### src/hdl/tkd_pkg.sv
// ============================================================================
// Terminal key decoder package
// Shared types, byte codes and configuration constants of the key decoder.
// ============================================================================
package tkd_pkg;

    localparam int COORD_BITS_DEFAULT = 10;
    localparam int CURSOR_W           = 10;
    localparam int CFG_DATA_W         = 11;
    localparam int CFG_INDEX_W        = 2;
    localparam int QUEUE_DEPTH        = 2;

    localparam logic [CFG_INDEX_W-1:0] REG_SCREEN_ROWS = 2'd0;
    localparam logic [CFG_INDEX_W-1:0] REG_SCREEN_COLS = 2'd1;

    localparam logic [CFG_DATA_W-1:0] SCREEN_ROWS_RESET = 11'd24;
    localparam logic [CFG_DATA_W-1:0] SCREEN_COLS_RESET = 11'd80;

    localparam logic CMD_BYTE    = 1'b0;
    localparam logic CMD_TIMEOUT = 1'b1;

    localparam logic [7:0] ESC_BYTE  = 8'h1B;
    localparam logic [7:0] BRACKET   = 8'h5B;
    localparam logic [7:0] TILDE     = 8'h7E;
    localparam logic [7:0] DIGIT_0   = 8'h30;
    localparam logic [7:0] DIGIT_9   = 8'h39;
    localparam logic [7:0] CHAR_5    = 8'h35;
    localparam logic [7:0] CHAR_6    = 8'h36;
    localparam logic [7:0] CHAR_A    = 8'h41;
    localparam logic [7:0] CHAR_B    = 8'h42;
    localparam logic [7:0] CHAR_C    = 8'h43;
    localparam logic [7:0] CHAR_D    = 8'h44;
    localparam logic [7:0] CHAR_Q    = 8'h71;
    localparam logic [7:0] CTRL_MASK = 8'h1F;
    localparam logic [7:0] CTRL_Q    = CHAR_Q & CTRL_MASK;

    typedef enum logic [2:0] {
        KIND_PLAIN = 3'd0,
        KIND_LEFT  = 3'd1,
        KIND_RIGHT = 3'd2,
        KIND_UP    = 3'd3,
        KIND_DOWN  = 3'd4,
        KIND_PGUP  = 3'd5,
        KIND_PGDN  = 3'd6
    } t_key_kind;

    typedef struct packed {
        logic       command;
        logic [7:0] rx_byte;
    } t_in_item;

    typedef struct packed {
        t_key_kind  kind;
        logic [7:0] key_byte;
        logic       quit;
    } t_key_event;

    typedef struct packed {
        t_key_kind           key_kind;
        logic [7:0]          key_byte;
        logic [CURSOR_W-1:0] cursor_row;
        logic [CURSOR_W-1:0] cursor_col;
        logic                quit;
    } t_out_item;

    typedef struct packed {
        logic empty;
        logic full;
    } t_queue_status;

endpackage

### src/hdl/tkd_parser.sv
// ============================================================================
// Key decoder front end
// Tracks escape sequences and turns accepted input beats into key events.
// ============================================================================
module tkd_parser (
    input  logic              i_clk,
    input  logic              i_rst_n,
    input  logic              i_accept,
    input  tkd_pkg::t_in_item i_item,
    output logic              o_ev_valid,
    output tkd_pkg::t_key_event o_event
);
    import tkd_pkg::*;

    typedef enum logic [1:0] {
        PH_IDLE = 2'd0,
        PH_ESC  = 2'd1,
        PH_SEQ1 = 2'd2,
        PH_SEQ2 = 2'd3
    } t_phase;

    t_phase     r_phase, n_phase;
    logic [7:0] r_first, n_first;
    logic [7:0] r_second, n_second;
    logic       r_halted, n_halted;
    logic [7:0] b;

    assign b = i_item.rx_byte;

    always_comb begin
        n_phase        = r_phase;
        n_first        = r_first;
        n_second       = r_second;
        n_halted       = r_halted;
        o_ev_valid     = 1'b0;
        o_event.kind     = KIND_PLAIN;
        o_event.key_byte = ESC_BYTE;
        o_event.quit     = 1'b0;
        if (i_accept && !r_halted) begin
            if (i_item.command == CMD_TIMEOUT) begin
                if (r_phase != PH_IDLE) begin
                    n_phase    = PH_IDLE;
                    o_ev_valid = 1'b1;
                end
            end else begin
                unique case (r_phase)
                    PH_IDLE: begin
                        if (b == ESC_BYTE) begin
                            n_phase = PH_ESC;
                        end else begin
                            o_ev_valid       = 1'b1;
                            o_event.key_byte = b;
                            if (b == CTRL_Q) begin
                                n_halted     = 1'b1;
                                o_event.quit = 1'b1;
                            end
                        end
                    end
                    PH_ESC: begin
                        n_first = b;
                        n_phase = PH_SEQ1;
                    end
                    PH_SEQ1: begin
                        n_second = b;
                        n_phase  = PH_IDLE;
                        if (r_first == BRACKET && b >= DIGIT_0 && b <= DIGIT_9) begin
                            n_phase = PH_SEQ2;
                        end else begin
                            o_ev_valid = 1'b1;
                            if (r_first == BRACKET) begin
                                unique case (b)
                                    CHAR_A: begin
                                        o_event.kind     = KIND_UP;
                                        o_event.key_byte = 8'h00;
                                    end
                                    CHAR_B: begin
                                        o_event.kind     = KIND_DOWN;
                                        o_event.key_byte = 8'h00;
                                    end
                                    CHAR_C: begin
                                        o_event.kind     = KIND_RIGHT;
                                        o_event.key_byte = 8'h00;
                                    end
                                    CHAR_D: begin
                                        o_event.kind     = KIND_LEFT;
                                        o_event.key_byte = 8'h00;
                                    end
                                    default: begin
                                        o_event.kind = KIND_PLAIN;
                                    end
                                endcase
                            end
                        end
                    end
                    PH_SEQ2: begin
                        n_phase    = PH_IDLE;
                        o_ev_valid = 1'b1;
                        if (b == TILDE && r_second == CHAR_5) begin
                            o_event.kind     = KIND_PGUP;
                            o_event.key_byte = 8'h00;
                        end else if (b == TILDE && r_second == CHAR_6) begin
                            o_event.kind     = KIND_PGDN;
                            o_event.key_byte = 8'h00;
                        end
                    end
                    default: begin
                        n_phase = PH_IDLE;
                    end
                endcase
            end
        end
    end

    always_ff @(posedge i_clk) begin
        if (!i_rst_n) begin
            r_phase  <= PH_IDLE;
            r_first  <= 8'h00;
            r_second <= 8'h00;
            r_halted <= 1'b0;
        end else begin
            r_phase  <= n_phase;
            r_first  <= n_first;
            r_second <= n_second;
            r_halted <= n_halted;
        end
    end

endmodule

### src/hdl/tkd_queue.sv
// ============================================================================
// Key event queue
// Short first-in first-out buffer between the decoder and the cursor unit.
// ============================================================================
module tkd_queue (
    input  logic                   i_clk,
    input  logic                   i_rst_n,
    input  logic                   i_wr,
    input  tkd_pkg::t_key_event    i_wr_data,
    input  logic                   i_rd,
    output tkd_pkg::t_key_event    o_rd_data,
    output tkd_pkg::t_queue_status o_status
);
    import tkd_pkg::*;

    localparam int PTR_W = (QUEUE_DEPTH > 1) ? $clog2(QUEUE_DEPTH) : 1;
    localparam int CNT_W = $clog2(QUEUE_DEPTH + 1);
    localparam logic [CNT_W-1:0] CNT_FULL = CNT_W'(QUEUE_DEPTH);
    localparam logic [PTR_W-1:0] PTR_LAST = PTR_W'(QUEUE_DEPTH - 1);

    t_key_event       r_mem [QUEUE_DEPTH];
    logic [PTR_W-1:0] r_wr_ptr, r_rd_ptr;
    logic [CNT_W-1:0] r_count;
    logic             do_wr, do_rd;

    assign o_status.empty = (r_count == '0);
    assign o_status.full  = (r_count == CNT_FULL);
    assign do_wr          = i_wr && !o_status.full;
    assign do_rd          = i_rd && !o_status.empty;
    assign o_rd_data      = r_mem[r_rd_ptr];

    always_ff @(posedge i_clk) begin
        if (do_wr) begin
            r_mem[r_wr_ptr] <= i_wr_data;
        end
    end

    always_ff @(posedge i_clk) begin
        if (!i_rst_n) begin
            r_wr_ptr <= '0;
            r_rd_ptr <= '0;
            r_count  <= '0;
        end else begin
            if (do_wr) begin
                r_wr_ptr <= (r_wr_ptr == PTR_LAST) ? '0 : r_wr_ptr + PTR_W'(1);
            end
            if (do_rd) begin
                r_rd_ptr <= (r_rd_ptr == PTR_LAST) ? '0 : r_rd_ptr + PTR_W'(1);
            end
            if (do_wr && !do_rd) begin
                r_count <= r_count + CNT_W'(1);
            end else if (do_rd && !do_wr) begin
                r_count <= r_count - CNT_W'(1);
            end
        end
    end

endmodule

### src/hdl/tkd_cursor.sv
// ============================================================================
// Cursor unit
// Holds the screen size and the cursor, applies key events and registers
// the result beat.
// ============================================================================
module tkd_cursor #(
    parameter int COORD_BITS = tkd_pkg::COORD_BITS_DEFAULT
) (
    input  logic                                i_clk,
    input  logic                                i_rst_n,
    input  logic                                i_cfg_we,
    input  logic [tkd_pkg::CFG_INDEX_W-1:0]     i_cfg_index,
    input  logic [tkd_pkg::CFG_DATA_W-1:0]      i_cfg_data,
    input  logic                                i_ev_valid,
    input  tkd_pkg::t_key_event                 i_event,
    output logic                                o_ev_take,
    input  logic                                i_pop,
    output logic                                o_empty,
    output tkd_pkg::t_out_item                  o_item
);
    import tkd_pkg::*;

    localparam int SW    = (COORD_BITS + 1 > CFG_DATA_W) ? COORD_BITS + 1 : CFG_DATA_W;
    localparam int EXT_W = COORD_BITS + CURSOR_W;

    logic [CFG_DATA_W-1:0] r_rows, r_cols;
    logic [COORD_BITS-1:0] r_row, r_col, n_row, n_col;
    logic [COORD_BITS-1:0] last_row, last_col;
    logic [EXT_W-1:0]      row_ext, col_ext;
    logic                  r_out_valid;
    t_out_item             r_out;

    function automatic logic [COORD_BITS-1:0] last_of(input logic [CFG_DATA_W-1:0] v);
        logic [SW-1:0] ext;
        logic [SW-1:0] lim;
        logic [SW-1:0] dec;
        ext = SW'(v);
        lim = SW'(1) << COORD_BITS;
        dec = ext - SW'(1);
        if (v == '0) begin
            last_of = '0;
        end else if (ext > lim) begin
            last_of = '1;
        end else begin
            last_of = dec[COORD_BITS-1:0];
        end
    endfunction

    assign last_row  = last_of(r_rows);
    assign last_col  = last_of(r_cols);
    assign o_ev_take = i_ev_valid && (!r_out_valid || i_pop);
    assign o_empty   = !r_out_valid;
    assign o_item    = r_out;

    always_comb begin
        n_row = r_row;
        n_col = r_col;
        unique case (i_event.kind)
            KIND_UP: begin
                if (r_row != '0) n_row = r_row - COORD_BITS'(1);
            end
            KIND_LEFT: begin
                if (r_col != '0) n_col = r_col - COORD_BITS'(1);
            end
            KIND_DOWN: begin
                if (r_row < last_row) n_row = r_row + COORD_BITS'(1);
            end
            KIND_RIGHT: begin
                if (r_col < last_col) n_col = r_col + COORD_BITS'(1);
            end
            KIND_PGUP: begin
                n_row = '0;
            end
            KIND_PGDN: begin
                n_row = last_row;
            end
            default: begin
                n_row = r_row;
            end
        endcase
    end

    assign row_ext = {{CURSOR_W{1'b0}}, n_row};
    assign col_ext = {{CURSOR_W{1'b0}}, n_col};

    always_ff @(posedge i_clk) begin
        if (!i_rst_n) begin
            r_rows      <= SCREEN_ROWS_RESET;
            r_cols      <= SCREEN_COLS_RESET;
            r_row       <= '0;
            r_col       <= '0;
            r_out_valid <= 1'b0;
        end else begin
            if (i_cfg_we && i_cfg_index == REG_SCREEN_ROWS) begin
                r_rows <= i_cfg_data;
            end
            if (i_cfg_we && i_cfg_index == REG_SCREEN_COLS) begin
                r_cols <= i_cfg_data;
            end
            if (o_ev_take) begin
                r_row       <= n_row;
                r_col       <= n_col;
                r_out_valid <= 1'b1;
            end else if (i_pop) begin
                r_out_valid <= 1'b0;
            end
        end
    end

    always_ff @(posedge i_clk) begin
        if (o_ev_take) begin
            r_out.key_kind   <= i_event.kind;
            r_out.key_byte   <= i_event.key_byte;
            r_out.cursor_row <= row_ext[CURSOR_W-1:0];
            r_out.cursor_col <= col_ext[CURSOR_W-1:0];
            r_out.quit       <= i_event.quit;
        end
    end

endmodule

### src/hdl/terminal_key_decoder_cursor.sv
// ============================================================================
// Terminal key decoder with cursor
// Decodes terminal bytes and timeouts into keys and tracks a clamped cursor.
// ============================================================================
// An input beat is taken in every cycle in which the key event queue has
// room; any result beat passes the event queue and then the cursor unit's
// output register. Both sides run at one beat per cycle while the event
// queue has room and results are popped; the two-entry event queue
// between decoder and cursor unit lets input continue while a result beat
// waits to be popped. Configuration writes are taken in every cycle and
// there is no clearing pass after reset.
module terminal_key_decoder_cursor #(
    parameter int COORD_BITS = tkd_pkg::COORD_BITS_DEFAULT
) (
    input  logic                            i_clk,
    input  logic                            i_rst_n,
    input  logic                            push,
    output logic                            full,
    input  tkd_pkg::t_in_item               i_item,
    output logic                            empty,
    input  logic                            pop,
    output tkd_pkg::t_out_item              o_item,
    input  logic                            i_cfg_valid,
    output logic                            o_cfg_ready,
    input  logic [tkd_pkg::CFG_INDEX_W-1:0] i_cfg_index,
    input  logic [tkd_pkg::CFG_DATA_W-1:0]  i_cfg_data
);
    import tkd_pkg::*;

    t_queue_status q_status;
    t_key_event    fe_event, q_event;
    logic          fe_valid, ev_take, accept;

    assign o_cfg_ready = 1'b1;
    assign full        = q_status.full;
    assign accept      = push && !q_status.full;

    tkd_parser u_parser (
        .i_clk      (i_clk),
        .i_rst_n    (i_rst_n),
        .i_accept   (accept),
        .i_item     (i_item),
        .o_ev_valid (fe_valid),
        .o_event    (fe_event)
    );

    tkd_queue u_queue (
        .i_clk     (i_clk),
        .i_rst_n   (i_rst_n),
        .i_wr      (fe_valid),
        .i_wr_data (fe_event),
        .i_rd      (ev_take),
        .o_rd_data (q_event),
        .o_status  (q_status)
    );

    tkd_cursor #(
        .COORD_BITS (COORD_BITS)
    ) u_cursor (
        .i_clk       (i_clk),
        .i_rst_n     (i_rst_n),
        .i_cfg_we    (i_cfg_valid && o_cfg_ready),
        .i_cfg_index (i_cfg_index),
        .i_cfg_data  (i_cfg_data),
        .i_ev_valid  (!q_status.empty),
        .i_event     (q_event),
        .o_ev_take   (ev_take),
        .i_pop       (pop),
        .o_empty     (empty),
        .o_item      (o_item)
    );

endmodule

### config.mk
export PLATFORM = sky130hd
export DESIGN_NAME = terminal_key_decoder_cursor
export DESIGN_NICKNAME = d
export VERILOG_FILES = /design/src/hdl/tkd_pkg.sv /design/src/hdl/tkd_parser.sv /design/src/hdl/tkd_queue.sv /design/src/hdl/tkd_cursor.sv /design/src/hdl/terminal_key_decoder_cursor.sv
export SDC_FILE = /design/constraint.sdc
export NUM_CORES = 1
export LEC_CHECK = 0
export BUFFER_PORTS_ARGS = -buffer_cell sky130_fd_sc_hd__clkbuf_2
export CAP_MARGIN = 0
export CORE_MARGIN = 2
export CORE_UTILIZATION = 40
export DETAILED_ROUTE_END_ITERATION = 6
export PLACE_DENSITY_LB_ADDON = 0.2
export SETUP_SLACK_MARGIN = 0.02
export SLEW_MARGIN = 20
export SYNTH_ARGS = -nofsm -noshare
export SYNTH_HDL_FRONTEND = slang
export SYNTH_SLANG_ARGS = --single-unit
### constraint.sdc
create_clock -name i_clk -period 5.9 [get_ports i_clk]
set_clock_uncertainty 0.05 [all_clocks]
set_input_delay 0.295 -clock i_clk [delete_from_list [all_inputs] [get_ports i_clk]]
set_output_delay 0.295 -clock i_clk [all_outputs]
set_load 0.05 [all_outputs]
==> results of run 1 <==
[sequential cells by signal, indices dropped and copies added, names as in the netlist, 2 cells and up, named ones only]
register,flops
u_parser.r_second,8
u_parser.r_first,8
u_cursor.r_cols,11
u_cursor.r_col,10
u_cursor.r_rows,11
u_cursor.r_row,10
u_parser.r_phase,2
u_queue.r_count,2
u_queue.r_mem,24
u_cursor.o_item,32
[stage by stage]
| stage | hold WS [ps] | instances | cell area, µm² |
|---|---|---|---|
| 2_1_floorplan | 369.0 | 807 | 7361 |
| 3_3_place_gp | 393.3 | 1050 | 7767 |
| 3_5_place_dp | 401.4 | 1050 | 7767 |
| 4_1_cts | 33.53 | 1082 | 8356 |
| 5_1_grt | 52.58 | 1082 | 8363 |
| 6_report | 47.58 | 1082 | 8363 |
[cell families after synthesis]
family | after synthesis | synth area share [%]
flops | 123 | 41.07
other cells | 1 | 0.05095
simple gates | 293 | 20.77
compound gates | 222 | 21.43
buf+inv | 84 | 4.589
mux | 32 | 4.555
fa+ha+maj | 29 | 4.793
xor+xnor | 23 | 2.737
[path summary, 6_finish.rpt]
kind | from | cells after the start | slack [ps] | to
worst max-delay path | u_cursor.r_cols[0] | 13 | 1670 | u_cursor.r_col[4]
worst min register to register | u_parser.r_halted | 1 | 420 | u_parser.r_halted
worst max register to register | u_cursor.r_cols[0] | 13 | 1670 | u_cursor.r_col[4]
worst min-delay path | i_cfg_data[4] | 3 | 50 | u_cursor.r_rows[4]
[layout by cell type, fill, tap and decap left out, types with 5 or more instances in the layout]
cell / netlist / layout
or2_2: 8 / 8
o31ai_1: 13 / 13
mux2i_1: 20 / 20
a21oi_1: 53 / 53
nor3_1: 21 / 21
a211oi_1: 13 / 13
a2bb2oi_1: 5 / 5
ha_1: 25 / 25
o22ai_1: 6 / 6
dfxtp_1: 67 / 67
and2_1: 6 / 6
o211a_1: 7 / 7
nand4_1: 9 / 9
clkbuf_2: 0 / 60
a21o_1: 9 / 9
nand2b_1: 5 / 5
and3_1: 9 / 9
mux2_2: 12 / 12
a22oi_1: 5 / 5
edfxtp_1: 56 / 56
xor2_1: 10 / 10
o21a_1: 8 / 8
o221a_1: 5 / 5
clkbuf_16: 0 / 17
a31oi_1: 9 / 9
inv_6: 0 / 6
o21ai_0: 32 / 32
nor4_1: 10 / 10
o32ai_1: 5 / 5
nand2_1: 81 / 81
nor2b_1: 11 / 10
nand3_1: 17 / 17
or4_1: 6 / 6
nor2_1: 59 / 59
or3_1: 17 / 17
inv_1: 33 / 33
xnor2_1: 13 / 13
[worst reg2reg max path, delay by kind of cell (launching register included)]
| family | cells | cell delay [ps] |
|---|---|---|
| AOI/OAI and AO/OA | 5 | 1350 |
| adders and majority gates | 2 | 430 |
| buffers and inverters | 1 | 60 |
| DFF | 1 | 330 |
| muxes | 1 | 220 |
| and+or+nand+nor | 4 | 1710 |
[power breakdown]
part	internal (mW)	leakage [nW]	switching, mW
sequential	1.09	1.07	0.134
clock	0.631	0.288	0.416
combinational	0.411	1.75	0.963
total	2.14	3.11	1.51
[area by class of cell]
class / count / area share [%]
Multi-Input combinational cell: 600 / 47.92
Inverter: 34 / 1.526
Timing Repair Buffer: 64 / 3.950
Clock buffer: 18 / 5.132
Clock inverter: 14 / 1.900
Sequential cell: 123 / 36.15
Tap cell: 229 / 3.426
[layer usage]
metal | up-vias | track usage (%)
li1 | 3089 | -
met1 | 2972 | 27.44
met2 | 150 | 29.93
met3 | 25 | 3.992
met4 | 0 | 6.263
met5 | - | 0
==> impl_metrics.yaml, run 1 <==
critical_path:
  cp.required_ps: 6210
  crit_fanout: 15
  slowest_stage: "or4b_1"
  slowest_delay_ps: 600
  worstPathArrival_ps: 4530
  end_kind: "register"
  cp_cell_sequence: "inv_1, ha_1, or4b_1, nor3_2, nand2_1, a21oi_1, ha_1, a21o_1, a21o_1, a22oi_1, nand3_1, o32ai_1, mux2i_1"
  crit_family: "simple AND/OR/NAND/NOR gates"
  cp-start-kind: "register"
  critPathKind: "register to register"
  path_buf_inv: 1
clock_tree:
  holdBufCountCts: 0
  cts_sinks: 123
  clk_pin_slew_ps: 60
  htreeDepth: 4
  cts_resized: 0
  numCtsBuffers: 17
  clock-root-buffer: "clkbuf_16"
  clkLatencyLatePin_ps: 430
  clk_path_buf_depth: 2
  postCtsSetupBuffers: 0
  tritoncts: "built"
detailed_routing:
  ant_nets: 0
  dr.max_layer_used: "met4"
  drt_wl_total_um: 18570
  first_iter_violations: 567
  vias_per_cell: 5.763
  drc: 0
  wl_met3_um: 810
  drt-met1-wl_um: 8933
  vias: 6236
  detailroute.wirelength.met2_um: 8570
  firstDrtPassIters: 5
  wl_per_cell_um: 17.17
timing:
  tns_ps: 0
  finalSetupViolCount: 0
  hold_viol: 0
  fmax_ghz: 0.2366
  worst_pin_slew_ps: 837.4
  timing.final.crit_share_pct: 71.63
  min_period_ps: 4226
  slew_viol_final: 0
  slew_headroom_pct: 44.11
  rsz0062_at_grt: "false"
  setup_slack_ps: 1674
synth:
  yosys_warnings: 0
  synthCells: 807
  synth.distinct_cells: 86
  ys.flop_type: "dfxtp_1"
  synth_seq_area_share_pct: 41.07
  synth_edf_count: 56
  synth_area_leader_cell: "edfxtp_1"
  synth_most_common_cell: "nand2_1"
  synth_common_cells: "81 x nand2_1, 67 x dfxtp_1, 59 x nor2_1"
  netlist.area_leader.share_pct: 22.85
  ys_ff_latch: 123
  synth.top_cells.by_area: "edfxtp_1 23%, dfxtp_1 18%, ha_1 4.2%"
  avgSynthCellArea_um2: 9.121
  syn_nets: 859
  synth.cell_area_mm2: 0.007361
  async_flop_share_pct: 0
status:
  outcome: "finished, final reports clean"
cells_and_area:
  drive_gt1_share_pct: 15.83
  layout.nets: 892
  utilization_pct: 46.40
  regArea_mm2: 0.003023
  area_delta_synth_final_pct: 13.62
  antenna_cells: 0
  multi_input_area_mm2: 0.004008
  fillers: 1777
global_routing:
  grt_pass1_wl_um: 30560
  antenna_found_initial: 0
  grt_pass1_vias: 5887
  grt_max_degree: 45
  grt.total_usage_pct: 19.43
  overflow: 0
min_path:
  hold_class: "primary input to register"
die:
  dieArea_mm2: 0.01950
  start_util_pct: 40.84
  die_w_um: 139.7
  die_y_um: 139.7
  core_area_mm2: 0.01802
  rows: 49
  boundaryPins: 62
run:
  maxCapViolCount: 0
place:
  place_hpwl_um: 13160
  pre_cts_slack_ps: 1709
  io_buffers: 60
  place_congestion: 0.8990
pwr:
  power.density_mw_per_mm2: 436.5
  power_leakage_nw: 3.106
  p_total_mw: 3.650
  ir_worst_vdd_v: 0.0002881
Note: power is estimated with default switching activity, not from simulation.
==> run 2, diff against run 1 <==
clock period = 4.1 ns   (was 5.9 ns; I/O delays follow)
==> run 2 against run 1 <==
Worst setup slack worse by 1400 ps; die area did not move; count of clock-buffer cells in the layout is the same; non-clock buffer count is 23 higher; flip-flop and latch count is the same.
==> impl_metrics.yaml, run 2 (synthesis results as in run 1) <==
timing:
  min_period_ps: 3874
  hold_viol: 0
  setup_slack_ps: 226.2
  slew_viol_final: 0
  slew_headroom_pct: 48.29
  tns_ps: 0
  whs_ps: 40.59
  fmax_ghz: 0.2581
  worst_pin_slew_ps: 775.6
  finalSetupViolCount: 0
  timing.final.crit_share_pct: 94.48
  rsz0062_at_grt: "false"
cells_and_area:
  final_common_cell: "nand2_1"
  utilization_pct: 47.88
  largest_reg_flops: 32
  mostFrequentLayoutCells: "81 x nand2_1, 67 x dfxtp_1, 60 x clkbuf_2, 59 x nor2_1, 56 x edfxtp_1"
  fillers: 1706
  multi_input_area_mm2: 0.004023
  area_delta_synth_final_pct: 17.24
  drive_gt1_share_pct: 17.24
  layout.nets: 915
  regArea_mm2: 0.003023
  final_cell_area_mm2: 0.008630
place:
  pre_cts_slack_ps: 53.52
  place_congestion: 0.8967
  place_hpwl_um: 13130
  placed_area_mm2: 0.007858
  io_buffers: 60
clock_tree:
  clock-root-buffer: "clkbuf_16"
  clkLatencyLatePin_ps: 420
  clk_path_buf_depth: 2
  htreeDepth: 4
  cts_sinks: 123
  numCtsBuffers: 17
  tritoncts: "built"
  clk_pin_slew_ps: 70
detailed_routing:
  first_iter_violations: 448
  drc: 0
  drt_wl_total_um: 18690
  firstDrtPassIters: 5
  ant_nets: 0
  vias_per_cell: 5.693
  wl_per_cell_um: 16.89
  vias: 6297
critical_path:
  cp-start-kind: "register"
  slowest_stage: "or4b_4"
  path_buf_inv: 1
  end_kind: "register"
  r2r_setup_slack_ps: 230
  crit_family: "compound AO/OA/AOI/OAI gates"
  crit_fanout: 9
  cp.required_ps: 4210
  worstPathArrival_ps: 3980
  slowest_delay_ps: 530
  cp_cell_sequence: "inv_1, ha_1, or4b_4, or2_1, o31ai_1, and2_1, ha_1, a211oi_1, o211a_1, o21bai_2, a211o_1, o31ai_1, a211oi_1"
  critPathKind: "register to register"
die:
  die_w_um: 139.7
  core_area_mm2: 0.01802
  start_util_pct: 40.84
  die_y_um: 139.7
  boundaryPins: 62
  dieArea_mm2: 0.01950
  rows: 49
status:
  outcome: "finished, final reports clean"
global_routing:
  grt_pass1_wl_um: 30420
  grt_max_degree: 49
  antenna_found_initial: 0
  grt_pass1_vias: 5885
  overflow: 0
  grt.total_usage_pct: 19.39
run:
  maxCapViolCount: 0
pwr:
  power_leakage_nw: 3.248
  power.density_mw_per_mm2: 627.7
  ir_worst_vdd_v: 0.0003691
min_path:
  hold_class: "primary input to register"
==> run 2: area by class of cell <==
cell class	instances	share of cell area, %
antenna	1	0.02900
clock buffer	18	5.089
clock inverter	14	2.291
inverter	34	1.479
multi-input combinational	600	46.61
sequential	123	35.03
tap	229	3.320
timing repair buffer	87	6.148
==> run 2: final timing paths <==
path                                             end  depth (start not counted)          startpoint
worst max-delay path             u_cursor.o_item[17]                         13  u_cursor.r_rows[1]
worst min-delay path            u_parser.r_second[7]                          3           i_item[7]
worst max register to register   u_cursor.o_item[17]                         13  u_cursor.r_rows[1]
worst min register to register     u_parser.r_halted                          1   u_parser.r_halted
==> run 2: what timing repair did <==
action,4_1_cts,5_1_grt
endpoints found under the setup margin,0,14
buffers inserted,0,0
hold endpoints to repair,22,0
gates resized for setup,0,4
hold buffers,11,0
==> run 2: power breakdown <==
part | leakage, nW | total, mW | switching [mW] | internal (mW)
Sequential | 1.07 | 1.75 | 0.172 | 1.57
Combinational | 1.86 | 2.04 | 1.42 | 0.625
Clock | 0.312 | 1.63 | 0.627 | 1.00
Total | 3.25 | 5.42 | 2.22 | 3.20
==> run 2: layer usage <==
metal  routed length (µm)  up-vias  global-route usage (%)  part of all wire, %
met3                  834       37                   3.648                  4.5
met5                    0        -                       0                    0
li1                     -     3136                       -                    -
met4                  447        0                   8.579                  2.4
met2                 8524      169                   29.90                   46
met1                 8878     2955                   26.60                   48
==> run 2: worst register-to-register path: stages, from the launching register on <==
cell	delay [ps]
dfxtp_1	350
inv_1	70
ha_1	210
or4b_4	530
or2_1	260
o31ai_1	300
and2_1	170
ha_1	230
a211oi_1	240
o211a_1	250
o21bai_2	170
a211o_1	330
o31ai_1	330
a211oi_1	120
==> run 2: through the flow <==
stage / instances / power (mW)
after floorplan: 807 / 3.295
after global placement: 1062 / 3.787
after detailed placement: 1062 / 3.776
after CTS: 1105 / 5.438
after global routing: 1105 / 5.690
final: 1106 / 5.417
==> run 3, diff against run 2 <==
CORE_ASPECT_RATIO = 1.5   (was default)
SYNTH_HIERARCHICAL = 1   (was default)
==> run 3 against run 2 <==
Via count increased by 7.4%; total power increased by 5.6%; sequential share of layout area decreased by 0.57 points; count of clock-buffer cells in the layout decreased by 1; utilization decreased by 0.57 points; die area increased by 2.9%; worst hold slack got worse by 13 ps; clock power decreased by 9.8%; area after synthesis increased by 2.9%; non-clock buffer count increased by 5; sequential power increased by 4%.
==> impl_metrics.yaml, run 3 <==
die:
  rows: 61
  die_y_um: 172.5
  die_w_um: 116.4
  boundaryPins: 62
  core_area_mm2: 0.01855
  start_util_pct: 40.84
  dieArea_mm2: 0.02007
timing:
  worst_pin_slew_ps: 836.8
  finalSetupViolCount: 0
  slew_viol_final: 0
  rsz0062_at_grt: "true"
  min_period_ps: 3954
  timing.final.crit_share_pct: 96.43
  hold_viol: 0
  tns_ps: 0
  slew_headroom_pct: 43.70
  fmax_ghz: 0.2529
critical_path:
  crit_fanout: 7
  r2r_end: "u_cursor/o_item[17]"
  cp-start-kind: "register"
  r2r_setup_slack_ps: 150
  critPathKind: "register to register"
  cp-startpoint: "u_cursor/r_rows[0]"
  cp.required_ps: 4230
  reg2reg_depth: 11
  worstReg2RegStart: "u_cursor/r_rows[0]"
  worstPathArrival_ps: 4080
  end_kind: "register"
pwr:
  power.density_mw_per_mm2: 652.3
  p_total_mw: 5.723
  ir_worst_vdd_v: 0.0002922
  power_leakage_nw: 3.214
clock_tree:
  clk_path_buf_depth: 2
  cts_sinks: 123
  clkLatencyLatePin_ps: 430
  tritoncts: "built"
  htreeDepth: 4
  clock-root-buffer: "clkbuf_16"
  numCtsBuffers: 17
  clk_pin_slew_ps: 60
synth:
  syn_nets: 904
  synth.cell_area_mm2: 0.007574
  synth_edf_count: 56
  synth_area_leader_cell: "edfxtp_1"
  synth.top_cells.by_area: "edfxtp_1 22%, dfxtp_1 18%, nand2_1 5.2%"
  avgSynthCellArea_um2: 8.910
  synth_common_cells: "105 x nand2_1, 68 x a21oi_1, 67 x dfxtp_1"
  synth_most_common_cell: "nand2_1"
  ys_ff_latch: 123
  ys.flop_type: "dfxtp_1"
  async_flop_share_pct: 0
  synth.distinct_cells: 92
  yosys_warnings: 6
  synthCells: 850
  netlist.area_leader.share_pct: 22.20
  synth_seq_area_share_pct: 39.91
cells_and_area:
  largest_reg_flops: 32
  utilization_pct: 47.30
  final_common_cell: "nand2_1"
  antenna_cells: 0
  mostFrequentLayoutCells: "105 x nand2_1, 68 x a21oi_1, 67 x dfxtp_1, 60 x clkbuf_2, 56 x edfxtp_1"
  layout.nets: 960
  drive_gt1_share_pct: 17.85
  final_cell_area_mm2: 0.008773
  finalNonFillerCells: 1171
  area_delta_synth_final_pct: 15.84
detailed_routing:
  vias: 6765
  firstDrtPassIters: 7
  vias_per_cell: 5.777
  first_iter_violations: 434
  drt_wl_total_um: 20870
  drc: 0
  ant_nets: 0
  wl_per_cell_um: 17.82
place:
  place_congestion: 0.9225
  placed_cells: 1127
  placed_area_mm2: 0.008036
  place_hpwl_um: 15290
  io_buffers: 60
global_routing:
  grt_pass1_wl_um: 33330
  antenna_found_initial: 0
  grt_max_degree: 37
  grt_pass1_vias: 6680
  overflow: 0
  grt.total_usage_pct: 21.10
run:
  maxCapViolCount: 0
min_path:
  hold_depth: 3
  hold_start: "pop"
  hold_class: "primary input to register"
  min_to: "u_cursor/r_out_valid"
status:
  outcome: "finished, final reports clean"
## run 3: cell types whose count changed after synthesis, moves of 13 or more
cell	before	now
a21oi_1	53	68
mux2i_1	20	7
nand2_1	81	105
nor2_1	59	42
nand3_1	17	41
## run 3: layout make-up
class	instances	area [µm²]
Clock buffer	17	425.4
Clock inverter	15	146.4
Fill cell	1796	9773
Inverter	31	116.4
Multi-Input combinational cell	641	4179
Sequential cell	123	3023
Tap cell	252	315.3
Timing Repair Buffer	92	568.0
## run 3: where the power goes
group	total (mW)	switching, mW	internal, mW
sequential	1.82	0.202	1.62
combinational	2.44	1.71	0.728
clock	1.47	0.659	0.810
total	5.72	2.57	3.15
## run 3: worst max-delay path by stage
stage / to / slack (ps)
6_report: u_cursor/o_item[17] / 150
5_1_grt: u_cursor/o_item[17] / -7
4_1_cts: u_cursor/o_item[17] / 60
3_5_place_dp: u_cursor/o_item[17] / 70
3_3_place_gp: u_cursor/o_item[17] / 170
2_1_floorplan: u_cursor/o_item[17] / 310
## run 3: through the flow
step / worst slack (ps) / hold WS [ps]
final: 146.2 / 27.76
after floorplan: 305.4 / 272.6
after CTS: 56.59 / 15.43
after detailed placement: 74.53 / 392.3
after global placement: 166.2 / 390.0
after global routing: -6.825 / 54.99
## run 3: per-layer routing
metal / GRT usage, % / vias to the layer above / wire (µm)
li1: - / 3299 / -
met1: 22.17 / 3255 / 7853
met2: 38.86 / 151 / 11470
met3: 4.017 / 60 / 650
met4: 10.47 / 0 / 903
met5: 0 / - / 0
## run 3: logic make-up after synthesis
family / share of synthesized area (%)
AND/OR/NAND/NOR: 25.05
buffers and inverters: 5.600
AO/OA/AOI/OAI: 18.93
flip-flops: 39.91
adder cells (fa/ha/maj): 4.857
XOR/XNOR: 2.891
other: 0.04951
multiplexers: 2.709
## run 3: timing repair
item                       4_1_cts  5_1_grt
setup buffers                    0        1
setup endpoints to repair        0       22
hold endpoints to repair        19        0
hold buffers                    11        0
resized for setup                0        8
## run 3: worst max-delay path: stages (launching register included)
cell     delay (ps)
dfxtp_1         350
or4_1           660
nor4_2          320
mux2i_1         140
and2_1          160
ha_1            310
nand4_1         140
or4_1           550
a311o_2         410
and2_4          210
a31o_1          180
a211o_1         220
